==> src/rtl/prc_pkg.sv <==
// Types, constants and the arctangent table of the polar/rectangular converter.
package prc_pkg;

  localparam int IN_A_W     = 16;
  localparam int IN_B_W     = 17;
  localparam int OUT_W      = 17;
  localparam int S_TDATA_W  = 40;
  localparam int M_TDATA_W  = 40;
  localparam int VW         = 32;
  localparam int ZW         = 32;
  localparam int FRAC       = 12;
  localparam int MAG_MAX    = 46341;
  localparam logic [63:0] K_Q32 = 64'd2608131496;

  localparam logic REQ_P2C = 1'b0;
  localparam logic REQ_C2P = 1'b1;

  typedef struct packed {
    logic                 op;
    logic                 zero;
    logic signed [VW-1:0] x;
    logic signed [VW-1:0] y;
    logic [ZW-1:0]        z;
  } prc_vec_t;

  function automatic logic [31:0] gain_q32(input int iterations);
    logic [63:0] corr;
    int          s;
    begin
      s = 2 * iterations - 1;
      corr = (s < 64) ? ((K_Q32 / 64'd3) >> s) : 64'd0;
      return 32'(K_Q32 + corr);
    end
  endfunction

  function automatic logic [31:0] atan_turn(input logic [4:0] idx);
    begin
      case (idx)
        5'd0:    return 32'd536870912;
        5'd1:    return 32'd316933406;
        5'd2:    return 32'd167458907;
        5'd3:    return 32'd85004756;
        5'd4:    return 32'd42667331;
        5'd5:    return 32'd21354465;
        5'd6:    return 32'd10680862;
        5'd7:    return 32'd5340245;
        5'd8:    return 32'd2670163;
        5'd9:    return 32'd1335087;
        5'd10:   return 32'd667544;
        5'd11:   return 32'd333772;
        5'd12:   return 32'd166886;
        5'd13:   return 32'd83443;
        5'd14:   return 32'd41722;
        5'd15:   return 32'd20861;
        5'd16:   return 32'd10430;
        5'd17:   return 32'd5215;
        5'd18:   return 32'd2608;
        5'd19:   return 32'd1304;
        5'd20:   return 32'd652;
        5'd21:   return 32'd326;
        5'd22:   return 32'd163;
        5'd23:   return 32'd81;
        5'd24:   return 32'd41;
        5'd25:   return 32'd20;
        5'd26:   return 32'd10;
        5'd27:   return 32'd5;
        5'd28:   return 32'd3;
        5'd29:   return 32'd1;
        5'd30:   return 32'd1;
        default: return 32'd0;
      endcase
    end
  endfunction

endpackage

==> src/rtl/prc_post.sv <==
// Output stages: magnitude gain product, then rounding, saturation and the result word.
module prc_post #(
  parameter int DATA_WIDTH = 16,
  parameter int ITERATIONS = 16
) (
  input  logic                     clk,
  input  logic                     rst,
  input  logic                     in_valid,
  output logic                     in_ready,
  input  prc_pkg::prc_vec_t        in_vec,
  output logic                     out_valid,
  input  logic                     out_ready,
  output logic [prc_pkg::OUT_W-1:0] out_a,
  output logic [prc_pkg::OUT_W-1:0] out_b,
  output logic                     out_type
);
  import prc_pkg::*;

  localparam logic [31:0]        GAIN = gain_q32(ITERATIONS);
  localparam logic signed [32:0] CMAX = (33'sd1 <<< (DATA_WIDTH - 1)) - 33'sd1;
  localparam logic signed [32:0] CMIN = -CMAX - 33'sd1;

  logic                 v1;
  logic                 v2;
  logic                 r1;
  logic                 r2;
  prc_vec_t             vec1;
  logic [62:0]          prod;
  logic [62:0]          prod_next;
  logic [VW-2:0]        xnn;
  logic [63:0]          mag_sum;
  logic [19:0]          mag;
  logic signed [VW-1:0] rx;
  logic signed [VW-1:0] ry;
  logic signed [32:0]   cx;
  logic signed [32:0]   cy;
  logic [ZW-1:0]        zr;
  logic [OUT_W-1:0]     a_next;
  logic [OUT_W-1:0]     b_next;

  always_comb begin
    xnn       = in_vec.x[VW-1] ? '0 : in_vec.x[VW-2:0];
    prod_next = 63'(xnn) * 63'(GAIN);
  end

  always_comb begin
    mag_sum = 64'(prod) + (64'd1 << (FRAC + 31));
    mag     = 20'(mag_sum >> (FRAC + 32));
    rx      = (vec1.x + (VW'(1) <<< (FRAC - 1))) >>> FRAC;
    ry      = (vec1.y + (VW'(1) <<< (FRAC - 1))) >>> FRAC;
    cx      = 33'(rx);
    cy      = 33'(ry);
    cx      = (cx < CMIN) ? CMIN : ((cx > CMAX) ? CMAX : cx);
    cy      = (cy < CMIN) ? CMIN : ((cy > CMAX) ? CMAX : cy);
    zr      = vec1.z + 32'h0000_8000;
    if (vec1.op == REQ_P2C) begin
      a_next = cx[OUT_W-1:0];
      b_next = cy[OUT_W-1:0];
    end else if (vec1.zero) begin
      a_next = '0;
      b_next = '0;
    end else begin
      a_next = (mag > 20'(MAG_MAX)) ? OUT_W'(MAG_MAX) : mag[OUT_W-1:0];
      b_next = {1'b0, zr[ZW-1:16]};
    end
  end

  assign r2        = !v2 || out_ready;
  assign r1        = !v1 || r2;
  assign in_ready  = r1;
  assign out_valid = v2;

  always_ff @(posedge clk) begin
    if (rst) begin
      v1 <= 1'b0;
      v2 <= 1'b0;
    end else begin
      if (r1) begin
        v1 <= in_valid;
      end
      if (r2) begin
        v2 <= v1;
      end
    end
  end

  always_ff @(posedge clk) begin
    if (r1 && in_valid) begin
      vec1 <= in_vec;
      prod <= prod_next;
    end
    if (r2 && v1) begin
      out_a    <= a_next;
      out_b    <= b_next;
      out_type <= vec1.op;
    end
  end

endmodule

==> config.mk <==
export PLATFORM = sky130hd
export DESIGN_NAME = prc_post
export DESIGN_NICKNAME = d
export VERILOG_FILES = /design/src/rtl/prc_pkg.sv /design/src/rtl/prc_post.sv
export SDC_FILE = /design/constraint.sdc
export NUM_CORES = 1
export LEC_CHECK = 0
export ABC_CLOCK_PERIOD_IN_PS = 9500
export BUFFER_PORTS_ARGS = -buffer_cell sky130_fd_sc_hd__buf_2
export CELL_PAD_IN_SITES_DETAIL_PLACEMENT = 1
export CELL_PAD_IN_SITES_GLOBAL_PLACEMENT = 2
export CORE_ASPECT_RATIO = 0.8
export CORE_MARGIN = 2
export CORE_UTILIZATION = 35
export CTS_BUF_LIST = sky130_fd_sc_hd__clkbuf_4 sky130_fd_sc_hd__clkbuf_8
export CTS_CLUSTER_SIZE = 12
export DETAILED_ROUTE_END_ITERATION = 10
export GPL_ROUTABILITY_DRIVEN = 0
export GPL_TIMING_DRIVEN = 0
export PLACE_DENSITY = 0.78
export SYNTH_ARGS = -nofsm -noshare
export SYNTH_HDL_FRONTEND = slang
export SYNTH_SLANG_ARGS = --single-unit
==> constraint.sdc <==
create_clock -name clk -period 9.5 [get_ports clk]
set_clock_uncertainty 0.1 [all_clocks]
set_input_delay 0 -clock clk [delete_from_list [all_inputs] [get_ports clk]]
set_output_delay 0 -clock clk [all_outputs]
set_load 0.01 [all_outputs]
# After elaboration in Yosys (flattened, before gate mapping)
# Cells that the tools add are included.
[totals]
input_bits = 102
word_cells = 37
ff_bits = 195
[op_classes]
n_mul = 1
muxes = 10
reduce_logical = 6
n_addsub = 4
magnitude_cmp = 5
[ops]
columns = ["operator", "n"]
rows = [
  ["$mux 17", 8],
  ["$add 32x13->32 const B", 2],
  ["$add 63x44->64 const B", 1],
  ["$gt 20x16->1 const B", 3],
  ["$mul 31x29->60 const B", 1],
  ["$lt 20x16->1 const B", 2],
  ["$add 32x16->32 const B", 1],
  ["$mux 31", 1],
  ["$mux 16", 1],
  ["$logic_and 1x1->1", 2],
  ["$logic_not 1->1", 2],
  ["$logic_or 1x1->1", 2],
]

# Longest topological paths before layout
# Gate-level depths: netlist of run 1.
[logic_depth]
ltp_word = 5
depth_mapped = 28
mapped_depth_nobuf = 26

# Least setup slack after synthesis of run 1
# No wires, ideal clock.
[synth_path]
path_kind = "input-to-reg"
start = "in in_vec[95] in the netlist's numbering"
end = "reg prod[62], data pin"
path_buffers = 2
arrival_ns = 7.075
required_ns = 9.139
stages = 26
setup_time_ns = 0.261
slack_ns = 2.064
cell_sequence = "clkbuf_1 -> clkbuf_1 -> nand2b_1 -> inv_1 -> fa_1 -> inv_1 -> fa_1 -> inv_1 -> fa_1 -> fa_1 -> fa_1 -> fa_1 -> fa_1 -> inv_1 -> fa_1 -> inv_1 -> ha_1 -> nand4_1 -> nor4_4 -> and3_1 -> o2111a_2 -> a211oi_4 -> a211o_1 -> a21oi_4 -> nor4_1 -> a311o_1"
[synth_via]
elab_chain_cells = 2
[synth_rtl]
columns = ["element", "line", "rtl"]
rows = [
  ["start: declaration", "prc_post.sv:10", "input prc_pkg::prc_vec_t in_vec,"],
  ["$mux 31", "prc_post.sv:42", "xnn = in_vec.x[VW-1] ? '0 : in_vec.x[VW-2:0];"],
  ["$mul 31x29->60", "prc_post.sv:43", "prod_next = 63'(xnn) * 63'(GAIN);"],
  ["net prod_next[62]", "prc_post.sv:29", "logic [62:0] prod_next;"],
  ["end signal: assignment", "prc_post.sv:90", "prod <= prod_next;"],
  ["end: declaration", "prc_post.sv:28", "logic [62:0] prod;"],
]
# The timed path passes the listed nets, and every way through them passes these cells.
# A chain may end at the register's enable or synchronous reset.

# Worst setup path in the final report of run 1
[layout_path]
start = "in in_vec[95] in the netlist's numbering"
end = "reg prod[56], data pin"
# Same word-level chain as after synthesis.

==> results of run 1 <==
[state kept, by name, indices dropped and copies added, names as in the netlist]
name,flops
out_a,17
out_type,1
out_b,17
prod,20
vec1,61
v1,1
out_valid,1
[final timing paths]
path | start | end | slack [ns] | depth (start not counted)
worst max register to register | prod[43] | out_a[2] | 6.46 | 9
worst max-delay path | in_vec[95] | prod[56] | 0.41 | 27
worst min-delay path | in_vec[49] | vec1[49] | 0.15 | 2
worst min register to register | v1 | out_valid | 0.43 | 2
[kinds of logic after synthesis]
| group | after synthesis |
|---|---|
| AOI/OAI and AO/OA | 241 |
| xor gates and xnor gates | 101 |
| adders and majority gates | 771 |
| buffers and inverters | 622 |
| DFF | 118 |
| muxes | 3 |
| and+or+nand+nor | 330 |
[worst reg2reg max path, stage by stage, from the launching register on]
cell and delay [ns]:
edfxtp_1 0.38, ha_1 0.16, clkbuf_1 0.32, nand2_1 0.26, nor4_1 0.38, nand3_1 0.13, a211o_1 0.39, nor2_1 0.32
a21oi_1 0.14, or2_1 0.23
[timing repair]
| action | 4_1_cts | 5_1_grt |
|---|---|---|
| endpoints found under the setup margin | 0 | 9 |
| resized for setup | 0 | 4 |
| hold buffers | 65 | 0 |
| endpoints found under the hold margin | 72 | 0 |
[layer usage]
layer / wire length, µm / vias to the layer above / GRT usage [%]
met3: 3129 / 54 / 3.178
met2: 32050 / 291 / 34.14
li1: - / 7322 / -
met4: 812 / 2 / 3.206
met1: 32850 / 8467 / 29.74
met5: 13 / - / 0
[final cells by class]
class | count | area, µm² | share of cell area (%)
repair buffers | 172 | 1209 | 4.692
flip-flops and latches | 118 | 3523 | 13.68
clock buffers | 17 | 234.0 | 0.9083
inverters | 589 | 2211 | 8.583
well taps | 860 | 1076 | 4.177
multi-input cells | 1446 | 17210 | 66.82
clock inverters | 15 | 146.4 | 0.5683
plain buffers | 33 | 145.1 | 0.5635
diodes | 1 | 2.502 | 0.009715
[through the flow]
step                      std cells  instance area (µm²)
final                          3251                25760
after global routing           3251                25760
after CTS                      3250                25750
after detailed placement       3153                24720
after global placement         3152                24680
after floorplan                2186                23070
[cells in the final DEF (no fill, tap or decap), types with 19 or more instances in the layout]
cell type      count
clkbuf_1          20
and2_1            19
a21o_1            43
nand2b_1          29
buf_2            116
nor2_1            65
nand3_1           35
edfxtp_1         116
o21ai_0           26
nand4_1           22
inv_1            589
a21oi_1           63
dlygate4sd3_1     65
nor2b_1           32
nand2_1           53
ha_1             340
xnor2_1           54
xor2_1            47
fa_1             431
==> impl_results.md, run 1 <==
- Synth top area share: 37.39%
- Clock buffer depth: 2
- Number of max-cap violations: 0
- Post-layout util: 39.34%
- WS Path Type: in -> reg
- Peak fanout along the critical path: 10
- Worst skew pair latency: 0.45 ns
- Slew Limit Fails: 0
- Remaining DRCs: 0
- Via density per instance: 4.963
- Antenna Nets Post-Route: 0
- Share of layout cells above drive strength 1: 7.155%
- Vias in the first global route: 18330
- Final worst-path cycle share: 95.66%
- Register area share after synthesis: 15.27%
- Slowest stage delay, CP: 0.60 ns
- Hold Vio Cnt, Final: 0
- WHS: 0.1516 ns
- Crit path top cell by count: fa_1
- Synth Flop Type: edfxtp_1
- Synth async-reset ratio: 0%
- First-pass GRT wire length: 107600 µm
- Initial Util: 35.24%
- Post-synthesis simple-gate area fraction: 7.792%
- Flop and latch count out of synthesis: 118
- Area grow syn2layout: 11.63%
- Drt total wl: 68850 µm
- Clk sinks: 118
- Post-CTS setup buffers: 0
- Routed len/inst: 21.18 µm
- Initial antenna violation count: 2
- Die area: 68010 µm²
- Critical Path AT: 9.21 ns
- Iteration-0 DRC count of the detailed router: 805
- Unique masters post-synth: 69
- Fin Setup TNS: 0 ns
- CP max stage cell: nand2b_1
- Number of H-tree levels: 4
- Critical Path RT: 9.62 ns
- Synth Area in Compound Gates: 6.941%
- Gr ovfl total: 0
- Largest net degree at the start of global routing: 73
- Die Height: 233.7 µm
- Mapped cell area: 23070 µm²
- Outcome: finished, final reports clean
- Row cnt: 84
- Worst Max-Slew Pin Slew: 1.329 ns
- Synth area leader: fa_1
- Die outline width: 291.1 µm
- FMAX: 0.1100 GHz
- Final Net Count: 3250
- CP Capture Type: register
- Final count of negative-setup-slack endpoints: 0
- Synthesized Nets: 3059
- Bufs and invs on worst path: 8
- Cells after synthesis: 2186
- Most frequent cell after synthesis: inv_1
- Place WS: -0.3280 ns
- Drt pass-1 iters: 5
- Max_slew headroom: 11.22%
- Post-synth EDFFs: 116
- Synth Warn #: 0
- Adder-cell share of the synthesized area: 55.83%
- DP HPWL: 60420 µm
- Port Buf Inserts: 106
- I/O Pins: 139
- Synth top cells by count: inv_1, fa_1, ha_1, edfxtp_1, nor2_1
- Total CTS buffers: 17
- Worst Hold Class: in -> reg
- Delay-heaviest family, CP: adder cells
- Worst-path clk slew: 0.09 ns
- Post-synthesis mux area share: 0.1301%
- Min Clock Period, post-route: 9.088 ns
- RSZ-0062 raised after global routing: false
- Vias: 16140
- PnR worst setup slack: 0.4120 ns
- Top cells by area, synth: fa_1, ha_1, edfxtp_1
- FILL cells: 7378
- TritonCTS clock tree: done
- Post-Synth XOR/XNOR Area: 3.834%
- GRT Overall Usage: 20.87%
- CTS root buffer: clkbuf_8
- Main combinational cell family by area after synthesis: adder cells
- Startpoint types: input pin
- Core area: 65480 µm²
- Syn_area_per_cell: 10.56 µm²
Power of run 1 is not shown: default switching activity piles up to over one toggle a cycle in this logic, so the estimate is an artifact.
==> inputs of run 2 (changes only) <==
--- a/config.mk
+++ b/config.mk
@@ -17,6 +17,7 @@
 export DETAILED_ROUTE_END_ITERATION = 10
 export GPL_ROUTABILITY_DRIVEN = 0
 export GPL_TIMING_DRIVEN = 0
+export MAX_ROUTING_LAYER = met4
 export PLACE_DENSITY = 0.78
 export SYNTH_ARGS = -nofsm -noshare
 export SYNTH_HDL_FRONTEND = slang
==> run 2 against run 1 <==
Critical path depth unchanged. Final cell count about the same. Wire length about the same. Flip-flop and latch count unchanged. Setup slack got worse by 0.041 ns. First-iteration DRC count increased by 4.2%. Worst hold slack improved by 0.0023 ns. Via count increased by 0.32%. Sequential share of layout area about the same. Highest routed layer is now met4. Critical path type unchanged. Non-clock buffer count unchanged. Utilization about the same. Die area unchanged.
==> impl_results.md, run 2 (same netlist as run 1, synthesis figures left out) <==
- Place WS: -0.3280 ns (unchanged)
- Most frequent cells in the layout: inv_1, fa_1, ha_1
- Number of flip-flops in the largest register: 61 (unchanged)
- Die area: 68010 µm² (unchanged)
- FILL cells: 7379 (+0.014%)
- Die Height: 233.7 µm (unchanged)
- Critical Path AT: 9.23 ns (+0.02 ns)
- Slew Limit Fails: 0 (unchanged)
- GRT Overall Usage: 21.50% (+0.64 points)
- FMAX: 0.1095 GHz (-0.45%)
- Worst Hold Class: in -> reg
- Core area: 65480 µm² (unchanged)
- Hold Vio Cnt, Final: 0 (unchanged)
- Row cnt: 84 (unchanged)
- Placed insts: 3153 (unchanged)
- Peak fanout along the critical path: 10 (unchanged)
- Share of layout cells above drive strength 1: 7.155% (unchanged)
- Worst Max-Slew Pin Slew: 1.358 ns (+0.02946 ns)
- Post-Layout Cell Count: 3252 (+0.031%)
- DP HPWL: 60420 µm (unchanged)
- Total CTS buffers: 17 (unchanged)
- First-pass GRT wire length: 107700 µm (+0.10%)
- Antenna Nets Post-Route: 0 (unchanged)
- Most common cell after layout, fill and taps aside: inv_1
- CTS root buffer: clkbuf_8
- Drt total wl: 68880 µm (about the same)
- Register area: 3523 µm² (unchanged)
- Gr ovfl total: 0 (unchanged)
- Drt pass-1 iters: 5 (unchanged)
- WS Path Type: in -> reg
- Worst skew pair latency: 0.45 ns (about the same)
- RSZ-0062 raised after global routing: false
- Largest regs: vec1 x61, prod x20
- Most flops, register: vec1
- Clk sinks: 118 (unchanged)
- Area grow syn2layout: 11.64% (about the same)
- Critical Path RT: 9.60 ns (-0.02 ns)
- Initial antenna violation count: 2 (unchanged)
- Final worst-path cycle share: 96.10% (+0.43 points)
- Min Clock Period, post-route: 9.129 ns (+0.04132 ns)
- Final Net Count: 3250 (unchanged)
- Clock buffer depth: 2 (unchanged)
- PnR worst setup slack: 0.3707 ns (-0.04132 ns)
- Port Buf Inserts: 106 (unchanged)
- Area of the multi-input gates: 17210 µm² (unchanged)
- Startpoint types: input pin
- Via density per instance: 4.978 (+0.29%)
- Initial Util: 35.24% (unchanged)
- Number of H-tree levels: 4 (unchanged)
- TritonCTS clock tree: done
- I/O Pins: 139 (unchanged)
- CP Capture Type: register
- Outcome: finished, final reports clean
- Die outline width: 291.1 µm (unchanged)
- Fin Setup TNS: 0 ns (unchanged)
- Vias in the first global route: 18280 (-0.26%)
- Post-CTS setup buffers: 0 (unchanged)
- Number of max-cap violations: 0 (unchanged)
- Largest net degree at the start of global routing: 73 (unchanged)
- Final count of negative-setup-slack endpoints: 0 (unchanged)
- Vias: 16190 (+0.32%)
- Iteration-0 DRC count of the detailed router: 839 (+4.2%)
- Worst-path clk slew: 0.09 ns (about the same)
- Remaining DRCs: 0 (unchanged)
- Routed len/inst: 21.18 µm (about the same)
- Max_slew headroom: 9.255% (-2.0 points)
## run 2: critical path, stage by stage
cell,delay (ns)
buf_2,0.14
clkbuf_1,0.43
clkbuf_2,0.41
nand2b_1,0.59
inv_1,0.40
ha_1,0.54
inv_1,0.10
fa_1,0.56
fa_1,0.45
fa_1,0.53
inv_1,0.06
fa_1,0.46
fa_1,0.52
fa_1,0.60
inv_1,0.08
fa_1,0.54
inv_1,0.04
ha_1,0.35
nand4_1,0.24
nor4_4,0.30
and3_1,0.25
o2111a_2,0.30
a211oi_4,0.13
a21oi_2,0.44
nor2_1,0.14
o21ai_1,0.20
xor2_1,0.38
## run 2: worst paths after layout
kind	start	to	slack, ns	depth (start not counted)
worst max-delay path	in_vec[95]	prod[53]	0.37	27
worst min-delay path	in_vec[49]	vec1[49]	0.15	2
worst max register to register	prod[43]	out_a[2]	6.45	9
worst min register to register	v1	out_valid	0.42	2
## run 2: through the flow
stage / hold slack (ns) / utilization (%) / area [µm²]
2_1_floorplan: -0.02762 / - / 23070
3_3_place_gp: 0.07498 / 37.69 / 24680
3_5_place_dp: 0.07827 / 37.75 / 24720
4_1_cts: 0.1326 / 39.33 / 25750
5_1_grt: 0.1514 / 39.34 / 25760
6_report: 0.1539 / 39.34 / 25760
## run 2: area by class of cell
type,instances,share of cell area [%]
plain buffers,33,0.5634
well taps,860,4.177
repair buffers,172,4.692
clock inverters,15,0.5683
diodes,2,0.01943
multi-input cells,1446,66.81
flip-flops and latches,118,13.68
inverters,589,8.582
clock buffers,17,0.9082
## run 2: what timing repair did
| item | 4_1_cts | 5_1_grt |
|---|---|---|
| endpoints found under the setup margin | 0 | 9 |
| resized for setup | 0 | 4 |
| hold buffers | 65 | 0 |
| hold endpoints to repair | 72 | 0 |
## run 2: routing by layer
metal	up-vias	GRT usage, %	wire length [µm]
li1	7330	-	-
met2	326	34.14	32020
met5	-	-	0
met3	44	3.121	3233
met1	8488	29.81	32880
met4	0	3.206	753
Power of run 2 is left out for the same reason.
