===== src/rtl/prc_pkg.sv =====
// Types, constants and the arctangent table of the polar/rectangular converter.
package prc_pkg;

  localparam int IN_A_W     = 16;
  localparam int IN_B_W     = 17;
  localparam int OUT_W      = 17;
  localparam int S_TDATA_W  = 40;
  localparam int M_TDATA_W  = 40;
  localparam int VW         = 32;
  localparam int ZW         = 32;
  localparam int FRAC       = 12;
  localparam int MAG_MAX    = 46341;
  localparam logic [63:0] K_Q32 = 64'd2608131496;

  localparam logic REQ_P2C = 1'b0;
  localparam logic REQ_C2P = 1'b1;

  typedef struct packed {
    logic                 op;
    logic                 zero;
    logic signed [VW-1:0] x;
    logic signed [VW-1:0] y;
    logic [ZW-1:0]        z;
  } prc_vec_t;

  function automatic logic [31:0] gain_q32(input int iterations);
    logic [63:0] corr;
    int          s;
    begin
      s = 2 * iterations - 1;
      corr = (s < 64) ? ((K_Q32 / 64'd3) >> s) : 64'd0;
      return 32'(K_Q32 + corr);
    end
  endfunction

  function automatic logic [31:0] atan_turn(input logic [4:0] idx);
    begin
      case (idx)
        5'd0:    return 32'd536870912;
        5'd1:    return 32'd316933406;
        5'd2:    return 32'd167458907;
        5'd3:    return 32'd85004756;
        5'd4:    return 32'd42667331;
        5'd5:    return 32'd21354465;
        5'd6:    return 32'd10680862;
        5'd7:    return 32'd5340245;
        5'd8:    return 32'd2670163;
        5'd9:    return 32'd1335087;
        5'd10:   return 32'd667544;
        5'd11:   return 32'd333772;
        5'd12:   return 32'd166886;
        5'd13:   return 32'd83443;
        5'd14:   return 32'd41722;
        5'd15:   return 32'd20861;
        5'd16:   return 32'd10430;
        5'd17:   return 32'd5215;
        5'd18:   return 32'd2608;
        5'd19:   return 32'd1304;
        5'd20:   return 32'd652;
        5'd21:   return 32'd326;
        5'd22:   return 32'd163;
        5'd23:   return 32'd81;
        5'd24:   return 32'd41;
        5'd25:   return 32'd20;
        5'd26:   return 32'd10;
        5'd27:   return 32'd5;
        5'd28:   return 32'd3;
        5'd29:   return 32'd1;
        5'd30:   return 32'd1;
        default: return 32'd0;
      endcase
    end
  endfunction

endpackage


===== src/rtl/prc_prep.sv =====
// Input stage: gain-scaled start vector for polar requests and a quadrant fold for both operations.
module prc_prep #(
  parameter int DATA_WIDTH = 16,
  parameter int ITERATIONS = 16
) (
  input  logic                          clk,
  input  logic                          rst,
  input  logic                          in_valid,
  output logic                          in_ready,
  input  logic                          in_op,
  input  logic [prc_pkg::IN_A_W-1:0]    in_a,
  input  logic [prc_pkg::IN_B_W-1:0]    in_b,
  output logic                          out_valid,
  input  logic                          out_ready,
  output prc_pkg::prc_vec_t             out_vec
);
  import prc_pkg::*;

  localparam logic [31:0]        GAIN = gain_q32(ITERATIONS);
  localparam logic signed [32:0] CMAX = (33'sd1 <<< (DATA_WIDTH - 1)) - 33'sd1;
  localparam logic signed [32:0] CMIN = -CMAX - 33'sd1;
  localparam int                 PW   = IN_A_W - 1 + 32;

  logic [IN_A_W-2:0]    mag_in;
  logic [PW-1:0]        prod;
  logic [PW-1:0]        prod_rnd;
  logic signed [VW-1:0] xr;
  logic [ZW-1:0]        z_p2c;
  logic                 flip;
  logic signed [32:0]   yw;
  logic signed [32:0]   yc;
  logic signed [VW-1:0] xa;
  logic signed [VW-1:0] ya;
  prc_vec_t             vec_next;
  prc_vec_t             vec;
  logic                 valid;

  always_comb begin
    mag_in   = in_a[IN_A_W-1] ? '0 : in_a[IN_A_W-2:0];
    prod     = PW'(mag_in) * PW'(GAIN);
    prod_rnd = prod + (PW'(1) << (31 - FRAC));
    xr       = VW'(prod_rnd >> (32 - FRAC));
    z_p2c    = {in_b[15:0], 16'h0000};
    flip     = z_p2c[ZW-1] ^ z_p2c[ZW-2];
    yw       = {{(33 - IN_B_W){in_b[IN_B_W-1]}}, in_b};
    yc       = (yw < CMIN) ? CMIN : ((yw > CMAX) ? CMAX : yw);
    xa       = {{(VW - IN_A_W){in_a[IN_A_W-1]}}, in_a};
    ya       = yc[VW-1:0];
    vec_next.op   = in_op;
    vec_next.zero = 1'b0;
    if (in_op == REQ_P2C) begin
      vec_next.x = flip ? -xr : xr;
      vec_next.y = '0;
      vec_next.z = {z_p2c[ZW-1] ^ flip, z_p2c[ZW-2:0]};
    end else begin
      vec_next.zero = (xa == '0) && (ya == '0);
      if (xa[VW-1]) begin
        vec_next.x = (-xa) <<< FRAC;
        vec_next.y = (-ya) <<< FRAC;
        vec_next.z = {1'b1, {(ZW - 1){1'b0}}};
      end else begin
        vec_next.x = xa <<< FRAC;
        vec_next.y = ya <<< FRAC;
        vec_next.z = '0;
      end
    end
  end

  assign in_ready  = !valid || out_ready;
  assign out_valid = valid;
  assign out_vec   = vec;

  always_ff @(posedge clk) begin
    if (rst) begin
      valid <= 1'b0;
    end else if (in_ready) begin
      valid <= in_valid;
    end
  end

  always_ff @(posedge clk) begin
    if (in_ready && in_valid) begin
      vec <= vec_next;
    end
  end

endmodule


===== config.mk =====
export PLATFORM = sky130hd
export DESIGN_NAME = prc_prep
export DESIGN_NICKNAME = d
export VERILOG_FILES = /design/src/rtl/prc_pkg.sv /design/src/rtl/prc_prep.sv
export SDC_FILE = /design/constraint.sdc
export NUM_CORES = 1
export LEC_CHECK = 0
export ABC_AREA = 1
export ABC_CLOCK_PERIOD_IN_PS = 9050
export BUFFER_PORTS_ARGS = -buffer_cell sky130_fd_sc_hd__clkbuf_2
export CAP_MARGIN = 20
export CORE_MARGIN = 2
export CORE_UTILIZATION = 35
export CTS_CLUSTER_DIAMETER = 100
export DETAILED_ROUTE_END_ITERATION = 6
export PLACE_DENSITY_LB_ADDON = 0.12
export SLEW_MARGIN = 30
export SYNTH_ARGS = -nofsm -noshare
export SYNTH_HDL_FRONTEND = slang
export SYNTH_SLANG_ARGS = --single-unit

===== constraint.sdc =====
create_clock -name clk -period 9.05 [get_ports clk]
set_clock_uncertainty 0.05 [all_clocks]
set_input_delay 0.4525 -clock clk [delete_from_list [all_inputs] [get_ports clk]]
set_output_delay 0.4525 -clock clk [all_outputs]
set_load 0.02 [all_outputs]

== Word-level counts from Yosys, hierarchy flattened ==
Cells that the tools add are included.
Widths: inputs -> output; s select.
Operators by class
  add/sub/neg operators: 4
  multiply operators: 1
  div/mod/pow operators: 0
  $lt $le $gt $ge: 2
  equal/unequal tests: 0
  shifts and indexed selects: 0
  multiplexer cells: 6
  bitwise logic cells: 2
  reduce and logical (&&, ||, !) cells: 6
Operators with widths (count)
  $mux 96: 2
  $mux 32: 3
  $logic_not 32->1: 2
  $add 47x20->47 const B: 1
  $mul 15x29->44 const B: 1
  $neg 27->32: 1
  $neg 16->20: 1
  $neg 20->20: 1
  $gt 17x16->1 const B: 1
  $lt 17x16->1 const B: 1
  $mux 15: 1
  $logic_and 1x1->1: 2
  $xor 1x1->1: 2
  $logic_not 1->1: 1
  $logic_or 1x1->1: 1
Word-level totals
  register bits after elaboration: 99
  latch bits: 0
  bits in writable memories: 0
  bits in read-only memories: 0
  input bits: 38
  output and inout port bits: 100
  word-level logic and storage cells: 28
  memories kept: 0

== Logic depth before layout (Yosys ltp) ==
Gate-level depths: netlist (run 1).
  word-level depth: 6
  gate-level depth with buffers: 47
  gate-level depth less buffers: 47

== Worst setup path before layout (run 1) ==
Ideal clock, no wire load.
  path kind: input to register
  from: in in_a[15] (netlist name)
  to: reg vec (netlist bit out_vec[90]) (data pin)
  setup time: 0.253 ns
  data arrival time: 7.184 ns
  data required time: 8.747 ns
  setup slack: 1.563 ns
  stages on the path: 41
  path buffers: 3
  cells stage by stage: clkbuf_1 clkbuf_1 buf_1 nor2_1 ha_1 inv_1 fa_1 inv_1 fa_1 fa_1 fa_1 inv_1 fa_1 inv_1 ha_1 nand2_1 inv_1 nand2_1 (+5 left out) ha_1 inv_1 nand2_1 nand2_1 ha_1 nand3_1 nor2_2 nand3_2 nor2_2 nand2_2 inv_1 nand2_1 nor2_2 nand2_1 nand2_1 nand3_1 nand3_1 nand2_1
RTL lines
  start, declared: line prc_prep.sv:11  | input logic [prc_pkg::IN_A_W-1:0] in_a,
  end signal, assigned: line prc_prep.sv:83  | vec <= vec_next;
  end, declared: line prc_prep.sv:35  | prc_vec_t vec;

==> results of run 1 <==
[placed cells by master, fill, tap and decap left out, types with 5 or more instances in the layout]
cell type,Yosys,routed
nand2_2,38,38
nand3_1,103,103
nor2_1,173,173
nand2_4,5,5
o21ai_0,51,51
conb_1,1,28
nand2_1,524,524
and3_1,7,7
ha_1,143,143
nor2_4,8,8
inv_2,8,8
o21ai_1,11,11
buf_4,28,27
nand3_2,8,8
nand4_1,37,37
clkbuf_16,0,9
edfxtp_1,70,70
o21a_1,6,6
clkbuf_2,0,109
fa_1,155,155
or2_2,5,5
o31ai_1,5,5
a21oi_1,79,78
clkinv_1,6,6
inv_1,473,473
nor3_1,33,33
o21bai_1,5,5
xor2_1,13,13
nor2_2,29,29
[per-layer routing]
metal  vias to the layer above  track usage  share of wire
met2                       379        0.396           0.46
met3                        52       0.0312          0.057
met4                         0       0.0520          0.021
met1                      6231        0.318           0.46
met5                         -            0              0
li1                       6592            -              -
[final timing paths]
check	start	endpoint	slack, ns	depth (start not counted)
max	in_a[15]	out_vec[86]	0.97	42
min	rst	out_valid	0.21	2
max reg2reg	out_valid	out_vec[96]	7.38	2
min reg2reg	out_valid	out_valid	0.49	2
[area by class of cell]
type / count / share of cell area
Multi-Input combinational cell: 1496 / 0.650
Sequential cell: 71 / 0.131
Clock buffer: 9 / 0.0139
Timing Repair Buffer: 136 / 0.0463
Clock inverter: 7 / 0.00395
Tap cell: 532 / 0.0412
Inverter: 488 / 0.113
[synth_stat cells, types with 2 or more instances]
master	count	area, um2
nand4_1	37	231
nand3_2	8	80.1
o31ai_1	5	37.5
and3_1	7	43.8
nor2_2	29	181
nand3_4	3	52.6
nand2_4	5	56.3
clkinv_1	6	22.5
xor2_1	13	114
nor2_4	8	90.1
nor2_1	173	649
buf_4	28	210
o22ai_1	2	12.5
o21a_1	6	45.0
nand2_1	524	1970
nor3_2	3	30.0
o21ai_0	51	255
fa_1	155	3100
inv_1	473	1780
nor4_1	4	25.0
inv_2	8	30.0
nand3_1	103	515
clkbuf_1	14	52.6
a21o_1	3	22.5
or2_2	5	31.3
o21ai_1	11	55.1
nor2_8	4	80.1
a21oi_2	2	17.5
a21oi_1	79	395
buf_1	3	11.3
nand3b_1	3	22.5
nand2_2	38	238
buf_2	3	15.0
ha_1	143	1790
edfxtp_1	70	2100
nor3_1	33	165
o21bai_1	5	37.5
[through the flow]
step	hold slack, ns	instance area (um2)	std cells	worst slack [ns]
final	0.207	16200	2739	0.971
after global routing	0.209	16200	2739	0.288
after CTS	0.195	16200	2739	0.961
after detailed placement	0.492	15900	2723	0.603
after global placement	0.472	15900	2723	0.696
after floorplan	0.472	14700	2103	1.56
[cell families after synthesis]
kind of cell    Yosys count
other cells               1
flops                    71
compound gates          166
simple gates            991
xor+xnor                 13
fa+ha+maj               298
buf+inv                 536
[flip-flops by register name, summed over array words and instances, names as in the netlist]
name,flops
out_valid,1
out_vec,70
[worst max-delay path, delay by kind of cell]
family	cells	cell delay [ns]
and+or+nand+nor	24	3.50
AOI/OAI and AO/OA	2	0.24
buffers and inverters	9	0.85
adders and majority gates	7	3.03
==> results.sh, run 1 <==
export IMPL_drt_iter0_drc=946
export IMPL_crit_slowest_cell="fa_1"
export IMPL_grt_ovfl_total=0
export IMPL_final_nets=2538
export IMPL_clock_path_buffers=2
export IMPL_slew_headroom=0.396
export IMPL_htree_levels=3
export IMPL_synth_seq_cells=71
export IMPL_yosys_area_share_simple=0.307
export IMPL_grt_usage=0.234
export IMPL_syn_inst=2076
export IMPL_die_area_mm2=0.0435
export IMPL_postRouteAntennaNets=0
export IMPL_synth_top_family_by_area="adder cells"
export IMPL_setup_viol=0
export IMPL_clk_pin_slew_ns=0.07
export IMPL_avgSynthCellArea_um2=7.06
export IMPL_wirelength_um=49300
export IMPL_nFillCells=4478
export IMPL_synthMuxAreaShare=0
export IMPL_synth_main_ff_cell="edfxtp_1"
export IMPL_cts_hold_buf=0
export IMPL_multi_input_area_mm2=0.0105
export IMPL_max_stage_delay_ns=0.57
export IMPL_viasPerCell=4.84
export IMPL_period_needed_ns=8.08
export IMPL_cts_resized=0
export IMPL_drc=0
export IMPL_yosysWarnings=0
export IMPL_synth_compound_area_frac=0.0609
export IMPL_grt_pass1_wl_um=77700
export IMPL_cts_buffers=9
export IMPL_drive_above_1_share=0.122
export IMPL_core_area_mm2=0.0411
export IMPL_async_flop_share=0
export IMPL_period_share=0.893
export IMPL_cp_end_kind="flip-flop"
export IMPL_drt_wirelength_per_cell_um=18.0
export IMPL_layout_area_overhead_vs_synth_pct=10.4
export IMPL_die_w_um=209
export IMPL_maxClockFrequency_mhz=124
export IMPL_cp_required_ns=9.09
export IMPL_die_h_um=209
export IMPL_synth_area_mm2=0.0146
export IMPL_synthDistinctLibCells=46
export IMPL_gp_congestion=0.939
export IMPL_clk_latency_ns=0.34
export IMPL_cp_data_arrival_time_ns=8.12
export IMPL_synth_edf_count=70
export IMPL_grt_max_degree=71
export IMPL_tightest_slew_ns=0.906
export IMPL_initial_core_util=0.356
export IMPL_seq_area_mm2=0.00212
export IMPL_yosysSeqAreaShare=0.145
export IMPL_cts_sinks=71
export IMPL_crit_type="in2reg"
export IMPL_hold_viol=0
export IMPL_vias=13254
export IMPL_crit_top_cell="nand2_1"
export IMPL_synth_fa_ha_area_frac=0.334
export IMPL_io_buffers=109
export IMPL_hold_class="in2reg"
export IMPL_synth_xor_area_frac=0.00777
export IMPL_post_cts_buffers=0
export IMPL_root_buffer="clkbuf_16"
export IMPL_drv_slew=0
export IMPL_post_dp_hpwl_um=43400
export IMPL_status="completed"
export IMPL_num_antenna_cells=0
export IMPL_grt_pass1_vias=13515
export IMPL_cp_start_kind="input pin"
export IMPL_drt_pass1_iterations=5
export IMPL_crit_path_max_fanout=20
export IMPL_ioPinCount=138
export IMPL_cap_violations=0
export IMPL_cts_tree="yes"
export IMPL_num_rows=74
export IMPL_fin_tns_setup_ns=0
export IMPL_rsz0062_at_grt="no"
export IMPL_antenna_found_initial=0
export IMPL_post_route_util=0.393
Power of run 1 is left out: the tool's default activity adds up to more than one toggle a clock period on the data nets, which glitch-free logic cannot reach.
==> inputs of run 2 (changes only) <==
Settings changed: CORE_UTILIZATION 35 to 41, REMOVE_ABC_BUFFERS set to 1.
==> run 2 against run 1 <==
Compared with the run above: first-iteration DRC count is 2.2% lower; via count increased by 0.50%; critical path depth decreased by 2; routed wire length is 4.0% lower; critical path type unchanged; highest routed layer unchanged.
==> results.sh, run 2 (same netlist as run 1, synthesis figures left out) <==
export IMPL_core_area_mm2=0.0354
export IMPL_post_route_util=0.454
export IMPL_min_delay_start="rst"
export IMPL_mostFrequentLayoutCells="nand2_1 (524), inv_1 (473), nor2_1 (173), fa_1 (155), ha_1 (143)"
export IMPL_nFillCells=3705
export IMPL_cp_required_ns=9.09
export IMPL_cp_data_arrival_time_ns=8.34
export IMPL_grt_pass1_wl_um=73900
export IMPL_grt_ovfl_total=0
export IMPL_cts_tree="yes"
export IMPL_fin_area_mm2=0.0161
export IMPL_clk_latency_ns=0.35
export IMPL_cp_end_kind="flip-flop"
export IMPL_status="completed"
export IMPL_die_h_um=193
export IMPL_post_cts_buffers=0
export IMPL_grt_usage=0.266
export IMPL_clk_pin_slew_ns=0.06
export IMPL_cts_hold_buf=0
export IMPL_largest_reg_flops=70
export IMPL_num_rows=69
export IMPL_rsz0062_at_grt="no"
export IMPL_post_dp_hpwl_um=41900
export IMPL_crit_top_cell="nand2_1"
export IMPL_fin_tns_setup_ns=0
export IMPL_crit_path_max_fanout=16
export IMPL_period_share=0.917
export IMPL_crit_start="in_a[15]"
export IMPL_period_needed_ns=8.30
export IMPL_root_buffer="clkbuf_16"
export IMPL_crit_type="in2reg"
export IMPL_htree_levels=3
export IMPL_final_cells=2664
export IMPL_drv_slew=0
export IMPL_viasPerCell=5.00
export IMPL_clock_path_buffers=2
export IMPL_cts_buffers=9
export IMPL_cts_resized=0
export IMPL_io_buffers=109
export IMPL_drt_wirelength_per_cell_um=17.8
export IMPL_layout_commonest_cell="nand2_1"
export IMPL_cts_sinks=71
export IMPL_die_w_um=193
export IMPL_slew_headroom=0.394
export IMPL_drc=0
export IMPL_ioPinCount=138
export IMPL_postRouteAntennaNets=0
export IMPL_final_nets=2534
export IMPL_rr_startpoint="out_valid"
export IMPL_antenna_found_initial=0
export IMPL_drive_above_1_share=0.120
export IMPL_place_area_mm2=0.0158
export IMPL_grt_max_degree=71
export IMPL_vias=13320
export IMPL_die_area_mm2=0.0373
export IMPL_num_antenna_cells=0
export IMPL_drt_iter0_drc=925
export IMPL_dp_cells=2648
export IMPL_tightest_slew_ns=0.909
export IMPL_maxClockFrequency_mhz=120
export IMPL_grt_pass1_vias=13106
export IMPL_hold_viol=0
export IMPL_max_stage_delay_ns=0.73
export IMPL_drt_pass1_iterations=5
export IMPL_initial_core_util=0.414
export IMPL_crit_slowest_cell="fa_1"
export IMPL_cap_violations=0
export IMPL_hold_class="in2reg"
export IMPL_wirelength_um=47400
export IMPL_cp_start_kind="input pin"
export IMPL_layout_area_overhead_vs_synth_pct=9.68
export IMPL_setup_viol=0
export IMPL_gp_congestion=0.941
[run 2: per-layer routing]
metal,global-route usage,vias to the layer above,part of all wire,routed length (um)
met1,0.350,6246,0.44,20800
met5,0,-,0,0
met4,0.0895,0,0.034,1610
met3,0.0317,64,0.060,2840
li1,-,6581,-,-
met2,0.452,429,0.47,22100
[run 2: final cells by class]
class | count | area (um2) | area share
Clock buffer | 10 | 229 | 0.0143
Clock inverter | 6 | 70.1 | 0.00436
Inverter | 488 | 1830 | 0.114
Multi-Input combinational cell | 1496 | 10500 | 0.655
Sequential cell | 71 | 2120 | 0.132
Tap cell | 461 | 577 | 0.0359
Timing Repair Buffer | 132 | 718 | 0.0447
[run 2: per-stage QoR]
stage	setup WS, ns	hold slack [ns]
2_1_floorplan	1.98	0.472
3_5_place_dp	0.451	0.491
3_3_place_gp	0.483	0.477
6_report	0.749	0.198
4_1_cts	0.780	0.186
5_1_grt	0.0723	0.202
[run 2: final timing paths]
check	endpoint	depth (start not counted)	slack [ns]
setup / recovery	out_vec[86]	40	0.75
hold / removal	out_valid	2	0.20
setup reg to reg	out_vec[54]	2	7.38
hold reg to reg	out_valid	2	0.50
[run 2: worst max-delay path, delay by kind of cell]
family | cells | cell delay, ns
simple gates | 22 | 2.94
compound gates | 2 | 0.29
fa+ha+maj | 8 | 3.65
buf+inv | 8 | 1.01
Power of run 2 is left out for the same reason.
==> inputs of run 3 (changes only) <==
Settings changed: ABC_CLOCK_PERIOD_IN_PS 9050 to 8500, CORE_MARGIN 2 to not set.
Clock period 9.05 ns to 8.5 ns, I/O delays scaled along.
==> run 3 against run 2 <==
Compared with the run above: register-to-register slack worse by 0.82 ns; first-iteration DRC count grew 19%; die area is 2.1% lower; cell area up 0.37%; sequential cell count stayed put.
==> results.sh, run 3 (same netlist as run 1, synthesis figures left out) <==
export IMPL_status="completed"
export IMPL_dp_cells=2650
export IMPL_post_route_util=0.462
export IMPL_crit_type="in2reg"
export IMPL_gp_congestion=0.982
export IMPL_setup_viol=0
export IMPL_num_antenna_cells=0
export IMPL_whs_ns=0.204
export IMPL_postRouteAntennaNets=0
export IMPL_final_nets=2542
export IMPL_rr_startpoint="out_valid"
export IMPL_cap_violations=0
export IMPL_min_delay_start="rst"
export IMPL_r2r_end="out_vec[45]"
export IMPL_drt_iter0_drc=1104
export IMPL_drt_pass1_iterations=5
export IMPL_grt_pass1_vias=12867
export IMPL_ioPinCount=138
export IMPL_clk_pin_slew_ns=0.06
export IMPL_cts_buffers=9
export IMPL_cp_required_ns=8.54
export IMPL_post_dp_hpwl_um=40800
export IMPL_period_share=0.929
export IMPL_die_h_um=191
export IMPL_root_buffer="clkbuf_16"
export IMPL_fin_tns_setup_ns=0
export IMPL_drc=0
export IMPL_final_cells=2666
export IMPL_core_area_mm2=0.0349
export IMPL_initial_core_util=0.420
export IMPL_cts_resized=0
export IMPL_io_buffers=109
export IMPL_hold_class="in2reg"
export IMPL_max_stage_delay_ns=0.69
export IMPL_tightest_slew_ns=0.747
export IMPL_cts_hold_buf=0
export IMPL_post_cts_buffers=0
export IMPL_slew_headroom=0.500
export IMPL_grt_ovfl_total=0
export IMPL_cp_start_kind="input pin"
export IMPL_layout_commonest_cell="nand2_1"
export IMPL_wirelength_um=45900
export IMPL_clock_path_buffers=2
export IMPL_htree_levels=3
export IMPL_cts_tree="yes"
export IMPL_grt_usage=0.263
export IMPL_nFillCells=3598
export IMPL_drt_wirelength_per_cell_um=17.2
export IMPL_vias=13266
export IMPL_grt_max_degree=53
export IMPL_crit_path_max_fanout=12
export IMPL_use_met2=0.409
export IMPL_grt_pass1_wl_um=72100
export IMPL_cp_end_kind="flip-flop"
export IMPL_viasPerCell=4.98
export IMPL_drv_slew=0
export IMPL_maxClockFrequency_mhz=127
export IMPL_antenna_found_initial=0
export IMPL_reg2reg_depth=2
export IMPL_die_w_um=191
export IMPL_mostFrequentLayoutCells="nand2_1 (524), inv_1 (473), nor2_1 (171), fa_1 (155), ha_1 (142)"
export IMPL_clk_latency_ns=0.33
export IMPL_rsz0062_at_grt="no"
export IMPL_gr_usage_met1=0.369
export IMPL_layout_area_overhead_vs_synth_pct=10.1
export IMPL_hold_depth=2
export IMPL_cp_data_arrival_time_ns=7.93
export IMPL_cts_sinks=71
export IMPL_die_area_mm2=0.0365
export IMPL_crit_top_cell="nand2_1"
export IMPL_hold_viol=0
export IMPL_num_rows=68
export IMPL_grt_busiest_layer="met2"
export IMPL_rrSetupSlack_ns=6.56
export IMPL_grt_util_met3=0.0703
export IMPL_crit_slowest_cell="fa_1"
export IMPL_period_needed_ns=7.90
export IMPL_multi_input_area_mm2=0.0105
export IMPL_min_to="out_valid"
export IMPL_drive_above_1_share=0.124
export IMPL_seq_area_mm2=0.00212
export IMPL_largest_reg_flops=70
run 3: through the flow:
step	instance area, um2	worst slack, ns
after floorplan	14500	1.46
after global placement	15800	0.135
after detailed placement	15800	0.155
after CTS	16100	0.471
after global routing	16100	0.0556
final	16100	0.603
run 3: worst max-delay path by stage:
stage,cells after the start,end,startpoint,slack [ns]
final,40,out_vec[86],in_a[15],0.60
after global routing,40,out_vec[86],in_a[15],0.06
after CTS,40,out_vec[86],in_a[15],0.47
after detailed placement,40,out_vec[86],in_a[15],0.15
after global placement,40,out_vec[86],in_a[15],0.13
after floorplan,43,out_vec[89],in_a[13],1.46
run 3: area by class of cell:
type | instances | area share
Clock buffer | 9 | 0.0140
Clock inverter | 7 | 0.00450
Inverter | 488 | 0.114
Multi-Input combinational cell | 1496 | 0.653
Sequential cell | 71 | 0.132
Tap cell | 455 | 0.0353
Timing Repair Buffer | 140 | 0.0483
run 3: critical path: cells and delay by family:
kind | cells | cell delay, ns
buf+inv | 8 | 0.86
simple gates | 21 | 2.38
compound gates | 2 | 0.26
fa+ha+maj | 9 | 3.98
run 3: metal layers:
layer | part of all wire | vias to the layer above
met2 | 0.44 | 437
met4 | 0.014 | 0
li1 | - | 6599
met5 | 0 | -
met3 | 0.079 | 39
met1 | 0.47 | 6191
Power of run 3 is left out for the same reason.
